## src/hw/rtl/ic_pkg.sv

```systemverilog
// Shared types and constants for the inversion counter.
// No dependencies; imported by every module of the block.
`timescale 1ns / 1ps
`default_nettype none

package ic_pkg;

    localparam int VALUE_W = 32;
    localparam int TOTAL_W = 19;
    localparam logic [TOTAL_W-1:0] TOTAL_MAX = {TOTAL_W{1'b1}};

    // token control moving down the cell chain
    typedef struct packed {
        logic valid;
        logic last;
        logic placed;
    } ic_tok_t;

endpackage

`default_nettype wire

```

## src/hw/rtl/ic_cell.sv

```systemverilog
// One chain cell: holds one stored value, counts greater-than for passing tokens.
// Depends on ic_pkg.
`timescale 1ns / 1ps
`default_nettype none

module ic_cell #(
    parameter int CNT_W = 11
) (
    input  wire logic                          aclk,
    input  wire logic                          aresetn,
    input  wire logic                          en,
    input  wire ic_pkg::ic_tok_t               tok_in,
    input  wire logic signed [ic_pkg::VALUE_W-1:0] val_in,
    input  wire logic [CNT_W-1:0]              cnt_in,
    output ic_pkg::ic_tok_t                    tok_out,
    output logic signed [ic_pkg::VALUE_W-1:0]  val_out,
    output logic [CNT_W-1:0]                   cnt_out
);
    import ic_pkg::*;

    logic signed [VALUE_W-1:0] stored_reg, stored_next;
    logic                      occ_reg, occ_next;
    ic_tok_t                   tok_reg, tok_next;
    logic signed [VALUE_W-1:0] val_reg;
    logic [CNT_W-1:0]          cnt_reg, cnt_next;
    logic                      gt;

    assign gt = tok_in.valid && occ_reg && (stored_reg > val_in);

    always_comb begin
        stored_next = stored_reg;
        occ_next    = occ_reg;
        tok_next    = tok_in;
        cnt_next    = cnt_in + CNT_W'(gt);
        if (tok_in.valid) begin
            if (!occ_reg && !tok_in.placed) begin
                stored_next     = val_in;
                occ_next        = 1'b1;
                tok_next.placed = 1'b1;
            end
            // end of sequence clears the cell behind the token
            if (tok_in.last) begin
                occ_next = 1'b0;
            end
        end
    end

    always_ff @(posedge aclk) begin
        if (!aresetn) begin
            occ_reg <= 1'b0;
            tok_reg <= '0;
        end else if (en) begin
            occ_reg <= occ_next;
            tok_reg <= tok_next;
        end
    end

    always_ff @(posedge aclk) begin
        if (en) begin
            stored_reg <= stored_next;
            val_reg    <= val_in;
            cnt_reg    <= cnt_next;
        end
    end

    assign tok_out = tok_reg;
    assign val_out = val_reg;
    assign cnt_out = cnt_reg;

endmodule

`default_nettype wire

```

## config.mk

```make
export PLATFORM = sky130hd
export DESIGN_NAME = ic_cell
export DESIGN_NICKNAME = d
export VERILOG_FILES = /design/src/hw/rtl/ic_pkg.sv /design/src/hw/rtl/ic_cell.sv
export SDC_FILE = /design/constraint.sdc
export NUM_CORES = 1
export LEC_CHECK = 0
export ABC_CLOCK_PERIOD_IN_PS = 9600
export BUFFER_PORTS_ARGS = -buffer_cell sky130_fd_sc_hd__buf_2
export CORE_MARGIN = 1.5
export CORE_UTILIZATION = 56
export DETAILED_ROUTE_END_ITERATION = 10
export PLACE_DENSITY = 0.85
export SETUP_SLACK_MARGIN = 0.2
export SLEW_MARGIN = 20
export SYNTH_ARGS = -nofsm -noshare
export SYNTH_HDL_FRONTEND = slang
export SYNTH_SLANG_ARGS = --single-unit
```

## constraint.sdc

```tcl
create_clock -name aclk -period 9.6 [get_ports aclk]
set_clock_uncertainty 0.2 [all_clocks]
set_input_delay 1.92 -clock aclk [delete_from_list [all_inputs] [get_ports aclk]]
set_output_delay 1.92 -clock aclk [all_outputs]
set_load 0.02 [all_outputs]
```

==> impl_summary.txt <==
----------------------------------------------------
[Critical path]
  Destination of the worst register-to-register timing path ... cnt_out[10]
  Worst endpoint required time ... 9.50 ns
  Startpoint of the lowest-slack register-to-register path ... stored_reg[11]
  Largest fanout on the critical path ... 3
  Kind of end point of the critical path ... register
  Register-to-register setup slack ... 6.38 ns
  Critical Path AT ... approximately 4.4 ns
  Classification of the worst setup path ... input port to register
  Depth of the worst register-to-register path ... 12
  Type of origin of the critical path ... input port

[CTS]
  Hold buffers post-CTS ... 0
  Max clock buf depth ... 2
  Reg clk slew, reported paths ... 0.07 ns
  Clock tree from TritonCTS ... yes
  Num Clock Sinks ... about 80
  Post-CTS Setup Inserts ... 0
  H-tree depth ... 3
  Source-to-sink clock delay at the later pin of the worst-skew pair ... around 0.33 ns
  Clock buffer count from CTS ... 9
  Master cell of the clock root buffer ... clkbuf_8
  Post-cts resize count ... 0

[Run status]
  Run status ... completed

[Layout]
  Area used by multi-input combinational logic ... around 950 um2
  Layout cells sized above 1 ... 0.316
  Count of antenna diodes in the layout ... 0
  Count of fill cells added during filler insertion ... between 400 and 500
  Reg area ... 0.00233 mm2
  Growth of design area from synthesis to finish ... 21.4%
  Nets@finish ... between 400 and 500

[Synthesis]
  Synthesized Nets ... 315
  Post-synthesis register bit count ... 79
  Number of flops mapped to enable cells by yosys ... 75
  Mean cell area of the mapped netlist ... 14.7 um2
  Dominant synthesized flop cell ... edfxtp_1
  Synth Cell Area ... 0.00340 mm2
  Syn. warnings ... 0
  Asr flop ratio synth ... 0
  Number of instances in the synthesized netlist ... 232
  Count of different cell masters after synthesis ... 30
  Sequential fraction of the synthesis area ... 0.686

[Placement]
  Final GP Congestion ... around 0.73
  Total half-perimeter wirelength after legalization and detailed placement ... 4570 um
  Port Buf Inserts ... 94

[GRT]
  Vias in the first global route ... 2,167
  Largest net degree at the start of global routing ... 50
  Wire length of the first global-routing pass ... 9690 um
  Remaining global-route overflow ... 0
  GRT Util Overall ... 0.203
  Number of antenna violations at the first check in global routing ... 0

[Min path]
  Hold WC Path Type ... register to register
  WHS Path Cells ... 2
  Hold Crit Start ... tok_out[2]
  Hold-critical path endpoint ... tok_out[2]

[STA]
  Unrepaired setup endpoints after global routing ... no
  Final period util ... 0.474
  Final total negative setup slack ... 0 ns
  Shortest clock period the worst path allows after layout ... around 4.5 ns
  Highest clock rate ... 220 MHz
  Final max-slew violation count ... 0
  Tightest Pin Transition ... 0.638 ns
  Hold violation total from the final report ... 0
  Number of failing setup endpoints in the final timing report ... 0
  Slew HR ... 0.575
  Worst hold slack across all endpoints ... 0.296 ns

[Route]
  Detailed-route wire length per cell ... 14.9 um
  DRC errors left ... 0
  First-pass detailed-route iteration total ... 4
  Detailed-route vias per instance ... 5.17
  Final ANT Viol Nets ... 0
  Via count ... 2,155
  DR iter-0 viols ... 116
  Detailed Route WL ... 6220 um

[Die]
  Die height ... 80.9 um
  Die area ... 0.00655 mm2
  Core box area ... 0.00589 mm2
  Top Ports ... 95
  Width of the die ... 80.9 um
  Row Count ... 28
  Starting Density ... 0.578

[Power]
  Leakage power ... 1.84 nW
  Total power divided by cell area ... between 150 and 200 mW/mm2
  Worst VDD drop ... approximately 100 uV

[Job]
  Number of maximum-capacitance constraint violations ... 0

----------------------------------------------------
[where the power goes]
| part | leakage (nW) | switching, mW | internal [mW] | total (mW) |
|---|---|---|---|---|
| registers | 0.747 | 0.00507 | 0.398 | 0.403 |
| clock network | 0.0749 | 0.106 | 0.0917 | 0.198 |
| logic | 1.01 | 0.0523 | 0.0302 | 0.0825 |
[Yosys cell counts (2+ instances only)]
library cell,instances,area share
nand3_1,7,0.010
a21o_1,3,0.0066
nand4_1,5,0.0092
dfxtp_1,4,0.024
edfxtp_1,75,0.66
ha_1,34,0.13
xnor2_1,6,0.015
xor2_1,3,0.0077
a21oi_1,16,0.024
nor3_1,2,0.0029
nor2_1,3,0.0033
nor2b_1,2,0.0037
nand2_1,13,0.014
inv_1,34,0.038
and4_1,3,0.0077
and3_1,3,0.0055
o21ai_0,6,0.0088
[cell usage in the layout, fill, tap and decap left out, drive strengths merged, types with 2 or more instances in the layout]
master   n
o21ai    6
ha      34
and4     3
and3     3
edfxtp  75
nor2     3
clkbuf  13
buf     95
nor3     2
nand4    5
nand3    7
nor2b    2
a21o     3
dfxtp    4
inv     34
a21oi   16
a21boi   2
xor2     3
clkinv   2
xnor2    6
nand2   13
[layout make-up]
cell class / instances / area share
Clock buffer: 13 / 0.0336
Inverter: 34 / 0.0309
Tap cell: 75 / 0.0227
Multi-Input combinational cell: 119 / 0.229
Clock inverter: 2 / 0.00212
Sequential cell: 79 / 0.565
Timing Repair Buffer: 95 / 0.116
[metrics by stage]
stage / total power [mW] / setup slack [ns] / util / cells / cell area (um2)
floorplan: 0.454 / 4.75 / - / 232 / 3400
global placement: 0.489 / 4.77 / 0.676 / 402 / 3980
detailed placement: 0.494 / 4.68 / 0.676 / 402 / 3980
CTS: 0.692 / 5.03 / 0.701 / 417 / 4130
global route: 0.712 / 4.84 / 0.701 / 417 / 4130
finish: 0.684 / 5.05 / 0.701 / 417 / 4130
[how the worst max path moves through the flow]
stage / depth (start not counted) / startpoint / to
floorplan: 2 / tok_in[2] / stored_reg[0]
global placement: 14 / val_in[14] / cnt_out[10]
detailed placement: 14 / val_in[14] / cnt_out[10]
CTS: 14 / val_in[14] / cnt_out[10]
global route: 14 / val_in[14] / cnt_out[10]
finish: 14 / val_in[14] / cnt_out[10]
[cell families (layout without fill, tap and decap cells)]
kind of cell	count (synthesis)	after routing	synth area share
compound gates	33	33	0.0603
xor+xnor	9	9	0.0232
fa+ha+maj	34	34	0.125
buf+inv	34	144	0.0375
flops	79	79	0.686
mux	1	1	0.00294
simple gates	42	42	0.0651
[routing by layer]
metal,track usage,part of all wire,vias to the layer above
met5,0,0,-
met4,0.0931,0.013,0
met3,0.0539,0.056,11
met2,0.365,0.52,72
met1,0.224,0.41,1005
li1,-,-,1067
[worst max-delay path, stage by stage]
cell      delay [ns]
buf_2           0.10
inv_1           0.04
ha_1            0.30
nand4_1         0.16
nor4_1          0.44
a21boi_2        0.25
o31ai_2         0.10
nand3_1         0.11
and3b_1         0.16
ha_1            0.20
ha_1            0.21
and2_1          0.19
nand4_1         0.13
xnor2_1         0.14
Note: power is estimated with default switching activity, not from simulation.
