===== src/hw/rtl/ic_pkg.sv =====
// Shared types and constants for the inversion counter.
// No dependencies; imported by every module of the block.
`timescale 1ns / 1ps
`default_nettype none

package ic_pkg;

    localparam int VALUE_W = 32;
    localparam int TOTAL_W = 19;
    localparam logic [TOTAL_W-1:0] TOTAL_MAX = {TOTAL_W{1'b1}};

    // token control moving down the cell chain
    typedef struct packed {
        logic valid;
        logic last;
        logic placed;
    } ic_tok_t;

endpackage

`default_nettype wire


===== src/hw/rtl/ic_accum.sv =====
// End of chain: running total with saturation, overflow flag, result register.
// Depends on ic_pkg.
`timescale 1ns / 1ps
`default_nettype none

module ic_accum #(
    parameter int CNT_W = 11
) (
    input  wire logic                        aclk,
    input  wire logic                        aresetn,
    input  wire ic_pkg::ic_tok_t             tok_in,
    input  wire logic [CNT_W-1:0]            cnt_in,
    output logic                             advance,
    output logic                             m_tvalid,
    input  wire logic                        m_tready,
    output logic [ic_pkg::TOTAL_W-1:0]       res_count,
    output logic                             res_ovf
);
    import ic_pkg::*;

    localparam int SUM_W = ((CNT_W > TOTAL_W) ? CNT_W : TOTAL_W) + 1;

    logic [TOTAL_W-1:0] total_reg, total_next;
    logic               ovf_reg, ovf_next;
    logic               mvalid_reg, mvalid_next;
    logic [TOTAL_W-1:0] mcount_reg, mcount_next;
    logic               movf_reg, movf_next;
    logic [SUM_W-1:0]   sum;
    logic [TOTAL_W-1:0] t_new;
    logic               o_new;

    assign advance = !(mvalid_reg && !m_tready && tok_in.valid && tok_in.last);
    assign sum     = SUM_W'(total_reg) + SUM_W'(cnt_in);

    always_comb begin
        if (tok_in.placed) begin
            if (sum > SUM_W'(TOTAL_MAX)) begin
                t_new = TOTAL_MAX;
                o_new = 1'b1;
            end else begin
                t_new = sum[TOTAL_W-1:0];
                o_new = ovf_reg;
            end
        end else begin
            // beyond capacity: not counted
            t_new = total_reg;
            o_new = 1'b1;
        end

        total_next  = total_reg;
        ovf_next    = ovf_reg;
        mvalid_next = mvalid_reg && !m_tready;
        mcount_next = mcount_reg;
        movf_next   = movf_reg;
        if (advance && tok_in.valid) begin
            if (tok_in.last) begin
                mvalid_next = 1'b1;
                mcount_next = t_new;
                movf_next   = o_new;
                total_next  = '0;
                ovf_next    = 1'b0;
            end else begin
                total_next = t_new;
                ovf_next   = o_new;
            end
        end
    end

    always_ff @(posedge aclk) begin
        if (!aresetn) begin
            total_reg  <= '0;
            ovf_reg    <= 1'b0;
            mvalid_reg <= 1'b0;
        end else begin
            total_reg  <= total_next;
            ovf_reg    <= ovf_next;
            mvalid_reg <= mvalid_next;
        end
    end

    always_ff @(posedge aclk) begin
        mcount_reg <= mcount_next;
        movf_reg   <= movf_next;
    end

    assign m_tvalid  = mvalid_reg;
    assign res_count = mcount_reg;
    assign res_ovf   = movf_reg;

endmodule

`default_nettype wire


===== config.mk =====
export PLATFORM = sky130hd
export DESIGN_NAME = ic_accum
export DESIGN_NICKNAME = d
export VERILOG_FILES = /design/src/hw/rtl/ic_pkg.sv /design/src/hw/rtl/ic_accum.sv
export SDC_FILE = /design/constraint.sdc
export NUM_CORES = 1
export LEC_CHECK = 0
export BUFFER_PORTS_ARGS = -buffer_cell sky130_fd_sc_hd__buf_2
export CAP_MARGIN = 5
export CELL_PAD_IN_SITES_DETAIL_PLACEMENT = 1
export CELL_PAD_IN_SITES_GLOBAL_PLACEMENT = 2
export CORE_ASPECT_RATIO = 1.25
export CORE_UTILIZATION = 38
export DETAILED_ROUTE_END_ITERATION = 10
export PLACE_DENSITY = 0.82
export REMOVE_ABC_BUFFERS = 1
export SLEW_MARGIN = 5
export SYNTH_ARGS = -nofsm -noshare
export SYNTH_HDL_FRONTEND = slang
export SYNTH_SLANG_ARGS = --single-unit
export TNS_END_PERCENT = 30

===== constraint.sdc =====
create_clock -name aclk -period 6.21 [get_ports aclk]
set_clock_uncertainty 0.1 [all_clocks]
set_input_delay 1.242 -clock aclk [delete_from_list [all_inputs] [get_ports aclk]]
set_output_delay 1.242 -clock aclk [all_outputs]
set_load 0.01 [all_outputs]

==> results of run 1 <==
[path summary, 6_finish.rpt]
kind | end | slack [ps] | cells past startpoint
max reg2reg | res_count[13]$_DFFE_PP_ | 3430 | 7
min | total_reg[2]$_SDFFE_PN0P_ | 400 | 2
min reg2reg | total_reg[2]$_SDFFE_PN0P_ | 400 | 2
max | res_count[13]$_DFFE_PP_ | 2730 | 8
[cells by family (layout without fill, tap and decap cells)]
logic type               Yosys count  after routing
buffers and inverters             19             60
AO/OA/AOI/OAI                     79             79
flip-flops                        41             41
multiplexers                       2              2
AND/OR/NAND/NOR                   66             66
XOR/XNOR                          12             12
adder cells (fa/ha/maj)           12             12
[where the power goes]
group          switching [uW]  internal, uW
Clock                    98.4           119
Sequential               3.62           294
Combinational            47.5          32.2
[cell type report]
cell class,count,area [um^2],share of cell area
clock buffer,6,72.57,0.02653
clock inverter,2,33.78,0.01235
inverter,13,48.80,0.01784
multi-input combinational,171,1259,0.4602
sequential,41,1021,0.3733
tap,82,102.6,0.03751
timing repair buffer,39,197.7,0.07228
[worst register-to-register path, cell delays in order (launching register included)]
cell	delay, ps
dfxtp_1	340
ha_1	430
and3_1	260
and3_4	230
o211ai_4	120
a21oi_1	710
and3_1	250
a21oi_1	70
[stage by stage]
stage,instance area [um^2],instances,hold slack [ps]
5_1_grt,2735,354,429.5
4_1_cts,2735,354,402.6
2_1_floorplan,2328,225,344.5
3_3_place_gp,2629,346,372.0
3_5_place_dp,2629,346,389.3
6_report,2735,354,395.0
[cell usage in the layout (no fill, tap or decap), drive strengths merged, types with 5 or more instances in the layout]
cell type and count:
xnor2 8, o21ai 8, buf 39, nor3 5, clkbuf 6, a21oi 23
dfxtp 21, nand2 19, inv 12, and3 6, nor2b 5, ha 11
edfxtp 20, a221o 9, nor2 13
[per-layer routing]
layer / vias up / global-route usage / share of wire
met1: 970 / 0.2512 / 0.44
li1: 957 / - / -
met4: 0 / 0.05392 / 0.012
met5: - / 0 / 0
met2: 27 / 0.3466 / 0.52
met3: 5 / 0.03700 / 0.023
==> flow_summary_export.csv, run 1 <==
group,metric,value,unit
timing,hold_viol,0,
critical_path,crit_start,"cnt_in[6]",
synthesis,synthTopCellsByArea,"edfxtp_1 26%, dfxtp_1 18%, ha_1 5.8%",
clocking,postCtsHoldBufs,0,
synthesis,synth_top_flop_cell,"dfxtp_1",
timing,fin_crit_sh,0.5602,
synthesis,yosysTopAreaCell,"edfxtp_1",
synthesis,synth_edf_count,20,
synthesis,synth.most_common_cell,"a21oi_1",
synthesis,synthXorXnorAreaFrac,0.04466,
synthesis,yosysWarnings,0,
synthesis,synth.avg_cell_area,10.19,um^2
floorplanning,core_area,0.005896,mm^2
routing,dr.pass1.iters,4,
routing,ant_nets,0,
synthesis,synthTopCellsByCount,"22 x a21oi_1, 21 x dfxtp_1, 20 x edfxtp_1",
clocking,cts_setup_buffers,0,
outcome,status,"finished, final reports clean",
timing,finalSetupTns,0,ps
timing,worstMarginPinSlew,930.3,ps
power,p_leak,0.001128,uW
power,p_per_area,217.4,mW/mm^2
synthesis,synthMuxAreaShare,0.008506,
floorplanning,die_y,89.99,um
critical_path,path_cells,"buf_2 -> ha_1 -> a21oi_1 -> nand3b_4 -> a311o_1 -> a21oi_1 -> and3_1 -> a21oi_1",
global_route,grt_pass1_vias,1942,
global_route,overflow,0,
clocking,clkLatencyLatePin,300,ps
global_route,grt_usage,0.2006,
clocking,cts_max_level,2,
cells_and_area,final_core_util,0.4639,
critical_path,r2r-start,"total_reg[8]$_SDFFE_PN0P_",
synthesis,synth-adder-area-share,0.06699,
clocking,clock-sinks,41,
clocking,cts.clk_slew.worst_paths,80,ps
cells_and_area,nFillCells,713,
routing,drc,0,
routing,wl_per_cell,17.08,um
timing,setup_viol,0,
critical_path,cp_common_cell,"a21oi_1",
floorplanning,io-pin-count,39,
run,cap_violations,0,
critical_path,max_stage_delay,740,ps
synthesis,synth.top_cell.area_share,0.2552,
floorplanning,die-area,0.006514,mm^2
clocking,cts_tree,"built",
timing,rsz0062_at_grt,"no",
power,power,594.5,uW
critical_path,critical-path-top-delay-family,"compound AO/OA/AOI/OAI gates",
routing,drtIter0Drc,48,
critical_path,crit_type,"in -> reg",
clocking,cts_made_buffers,5,
floorplanning,start_util,0.3992,
routing,viasPerCell,5.534,
cells_and_area,synthToLayoutAreaGrowth,16.21,%
synthesis,synth-compound-area-share,0.2674,
timing,min_period,3479,ps
synthesis,yosysSeqAreaShare,0.4338,
critical_path,cp.arrival,3420,ps
synthesis,async_flop_share,0,
clocking,post_cts_resized,0,
timing,maxSlewHeadroom,0.3791,
global_route,grt_max_degree,22,
cells_and_area,n_antenna_cell,0,
timing,slew_violations,0,
place,gp_congestion,0.8323,
critical_path,worst-path-buf-inv,1,
critical_path,slowest_stage,"a21oi_1",
critical_path,worstPathRequired,6150,ps
clocking,ctsRootBufferMaster,"clkbuf_8",
synthesis,ys_types,55,
clocking,cts.path.max_buffers,2,
floorplanning,rows,31,
critical_path,cp-end-kind,"register",
place,dp_slack,2415,ps
timing,layout_setup_ws,2731,ps
routing,wirelength,6.045,mm
timing,max_freq,0.2875,GHz
cells_and_area,final_nets,300,
synthesis,synth_area,0.002354,mm^2
synthesis,synth-simple-area-share,0.1473,
synthesis,synthCells,231,
place,portBuffers,38,
hold_path,hold_path.class,"reg -> reg",
global_route,antenna_found_initial,0,
critical_path,critPathLaunchType,"input pin",
place,post-dp-hpwl,4.523,mm
global_route,grt_first_pass_wirelength,10.05,mm
floorplanning,die_x,72.39,um
routing,num_vias,1959,
critical_path,critPathMaxFanout,12,
cells_and_area,drive_gt1_frac,0.2206,
power,peakVddDrop,0.1258,mV
hold_path,min_from,"total_reg[2]$_SDFFE_PN0P_",
synthesis,synth_top_family_by_area,"compound AO/OA/AOI/OAI gates",
synthesis,ys_ff_latch,41,
No activity file was read; power rests on OpenSTA's default activity.
==> inputs of run 2 (changes only) <==
ABC_AREA = 1   (was default)
CORE_UTILIZATION = 33   (was 38)
PLACE_DENSITY = 0.78   (was 0.82)
clock period = 3.65 ns   (was 6.21 ns; I/O delays follow)
==> run 2 against run 1 <==
- the run now ends with design-rule violations left
- area after synthesis is 18% higher
- first-iteration DRC count is 54% higher
- wire length is 24% higher
- global-route usage is 1.6 points lower
- largest cell class unchanged
==> flow_summary_export.csv, run 2 <==
group,metric,value,unit
outcome,status,"finished, violations left",
outcome,failed_checks,"design-rule violations",
routing,drtIter0Drc,74,
critical_path,critical-path-top-delay-family,"simple AND/OR/NAND/NOR gates",
timing,min_period,2384,ps
synthesis,synthXorXnorAreaFrac,0.01581,
critical_path,reg2reg_depth,13,
cells_and_area,layout_common_cells,"110 x nand2_1, 47 x inv_1, 38 x buf_2",
critical_path,worstPathRequired,3720,ps
critical_path,endpoint,"total_reg[12]$_SDFFE_PN0P_",
synthesis,synthMuxAreaShare,0,
clocking,cts.path.max_buffers,2,
synthesis,async_flop_share,0,
clocking,clock-sinks,41,
synthesis,yosysTopAreaCell,"edfxtp_1",
clocking,clkLatencyLatePin,300,ps
timing,maxSlewHeadroom,0.3684,
critical_path,max_stage_delay,410,ps
global_route,grt_first_pass_wirelength,12.73,mm
timing,finalSetupTns,0,ps
clocking,cts_max_level,2,
global_route,antenna_found_initial,0,
place,place_area,0.003048,mm^2
global_route,grt_pass1_vias,2594,
timing,slew_violations,0,
critical_path,crit_start,"cnt_in[0]",
cells_and_area,n_antenna_cell,0,
timing,layout_setup_ws,1266,ps
floorplanning,start_util,0.3381,
clocking,cts_setup_buffers,0,
critical_path,reg2reg_setup_slack,1380,ps
clocking,ctsRootBufferMaster,"clkbuf_8",
clocking,cts.clk_slew.worst_paths,90,ps
routing,drc,4,
synthesis,synth_top_family_by_area,"simple AND/OR/NAND/NOR gates",
timing,max_freq,0.4195,GHz
synthesis,synth_edf_count,20,
clocking,cts_tree,"built",
cells_and_area,design_area,0.003152,mm^2
floorplanning,die_y,104.4,um
synthesis,yosysWarnings,0,
routing,ant_nets,0,
synthesis,synth_area,0.002770,mm^2
synthesis,ys_ff_latch,41,
cells_and_area,drive_gt1_frac,0.2420,
synthesis,synth-compound-area-share,0.07678,
synthesis,synth-adder-area-share,0.05691,
floorplanning,die_x,83.95,um
power,p_leak,0.001457,uW
timing,worstMarginPinSlew,946.4,ps
hold_path,hold_depth,2,
routing,dr.pass1.iters,7,
cells_and_area,nFillCells,1051,
routing,num_vias,2476,
timing,fin_crit_sh,0.6531,
synthesis,synth.avg_cell_area,7.548,um^2
power,p_per_area,336.3,mW/mm^2
timing,rsz0062_at_grt,"no",
clocking,cts_made_buffers,5,
power,peakVddDrop,0.1474,mV
critical_path,critPathMaxFanout,4,
critical_path,worst-path-buf-inv,3,
place,dp_slack,906.7,ps
cells_and_area,synthToLayoutAreaGrowth,13.78,%
synthesis,synthTopCellsByCount,"110 x nand2_1, 47 x inv_1, 32 x nand3_1",
critical_path,critPathLaunchType,"input pin",
timing,setup_viol,0,
routing,wl_per_cell,14.94,um
cells_and_area,final_nets,434,
run,cap_violations,0,
global_route,grt_usage,0.1846,
place,gp_congestion,0.8122,
synthesis,synth.top_cell.area_share,0.2168,
synthesis,synthCells,367,
critical_path,cp-end-kind,"register",
global_route,overflow,0,
critical_path,path_cells,"buf_2 -> ha_1 -> inv_1 -> fa_1 -> inv_1 -> nand3_1 -> nand3_1 -> nand3_1 -> nand3_1 -> nand2_1 -> nand2_1 -> nand3_2 -> nand2_1 -> a21oi_2",
place,post-dp-hpwl,5.469,mm
routing,viasPerCell,4.932,
synthesis,ys_types,36,
critical_path,slowest_stage,"fa_1",
clocking,post_cts_resized,0,
synthesis,synthTopCellsByArea,"edfxtp_1 22%, dfxtp_1 15%, nand2_1 15%",
synthesis,synth_top_flop_cell,"dfxtp_1",
global_route,grt_max_degree,29,
hold_path,hold_path.class,"reg -> reg",
critical_path,crit_cells,14,
floorplanning,die-area,0.008767,mm^2
cells_and_area,layout_commonest_cell,"nand2_1",
place,portBuffers,38,
floorplanning,rows,37,
synthesis,synth-simple-area-share,0.3925,
floorplanning,io-pin-count,39,
clocking,postCtsHoldBufs,0,
synthesis,yosysSeqAreaShare,0.3686,
critical_path,cp_common_cell,"nand3_1",
floorplanning,core_area,0.008194,mm^2
routing,wirelength,7.498,mm
timing,hold_viol,0,
critical_path,r2r-start,"total_reg[0]$_SDFFE_PN0P_",
critical_path,cp.arrival,2450,ps
critical_path,r2r_end,"total_reg[12]$_SDFFE_PN0P_",
critical_path,crit_type,"in -> reg",
synthesis,synth.most_common_cell,"nand2_1",
==> run 2: changes by cell type after synthesis, moves of 5 or more <==
cell     previous run  this run
a21oi_1            22        14
a21oi_2             1         8
a221o_1             9         0
and2_1              3        10
and3_1              5         0
inv_1              12        47
nand2_1            19       110
nand3_1             4        32
nand3_2             0        17
nor2_1             13        19
nor2b_1             5         0
or2_2               1        10
xnor2_1             8         2
==> run 2: how the worst min path moves through the flow <==
| stage | start | end | slack [ps] |
|---|---|---|---|
| detailed placement | total_reg[8]$_SDFFE_PN0P_ | total_reg[8]$_SDFFE_PN0P_ | 380 |
| CTS | total_reg[8]$_SDFFE_PN0P_ | total_reg[8]$_SDFFE_PN0P_ | 390 |
| global route | total_reg[7]$_SDFFE_PN0P_ | total_reg[7]$_SDFFE_PN0P_ | 410 |
| floorplan | total_reg[10]$_SDFFE_PN0P_ | total_reg[10]$_SDFFE_PN0P_ | 360 |
| global placement | total_reg[7]$_SDFFE_PN0P_ | total_reg[7]$_SDFFE_PN0P_ | 370 |
| finish | total_reg[10]$_SDFFE_PN0P_ | total_reg[10]$_SDFFE_PN0P_ | 390 |
==> run 2: power by group <==
part	internal [uW]	switching, uW
registers	501	6.79
clock network	199	180
logic	63.7	109
total	764	296
==> run 2: final cells by class <==
class                   count  area, um^2  share of cell area
clock inverters             2       35.03             0.01112
well taps                  97       121.4             0.03851
clock buffers               5       68.82             0.02183
repair buffers             41       212.7             0.06749
inverters                  51       191.4             0.06074
flip-flops and latches     41        1021              0.3239
multi-input cells         265        1501              0.4764
==> run 2: per-layer routing <==
| metal | routed length, um | vias up | GRT usage |
|---|---|---|---|
| met5 | 0 | - | 0 |
| met4 | 85 | 0 | 0.05296 |
| met3 | 168 | 6 | 0.02381 |
| met2 | 3978 | 28 | 0.3419 |
| met1 | 3266 | 1189 | 0.2199 |
| li1 | - | 1253 | - |
==> run 2: metrics by stage <==
step                utilization  instances  hold slack, ps  total power [uW]
finish                   0.3846        502           392.9              1060
detailed placement       0.3720        495           379.9             695.3
global placement         0.3720        495           367.9             692.2
global route             0.3846        502           413.4              1108
CTS                      0.3846        502           393.0              1075
floorplan                     -        357           357.4             631.9
==> run 2: logic make-up after synthesis <==
group	Yosys count
compound gates	31
xor+xnor	5
fa+ha+maj	12
buf+inv	61
flops	41
simple gates	217
==> run 2: worst min-delay path, stage by stage (launching register included) <==
cell and delay [ps]:
dfxtp_1 330, nand2_1 70, a21oi_1 50
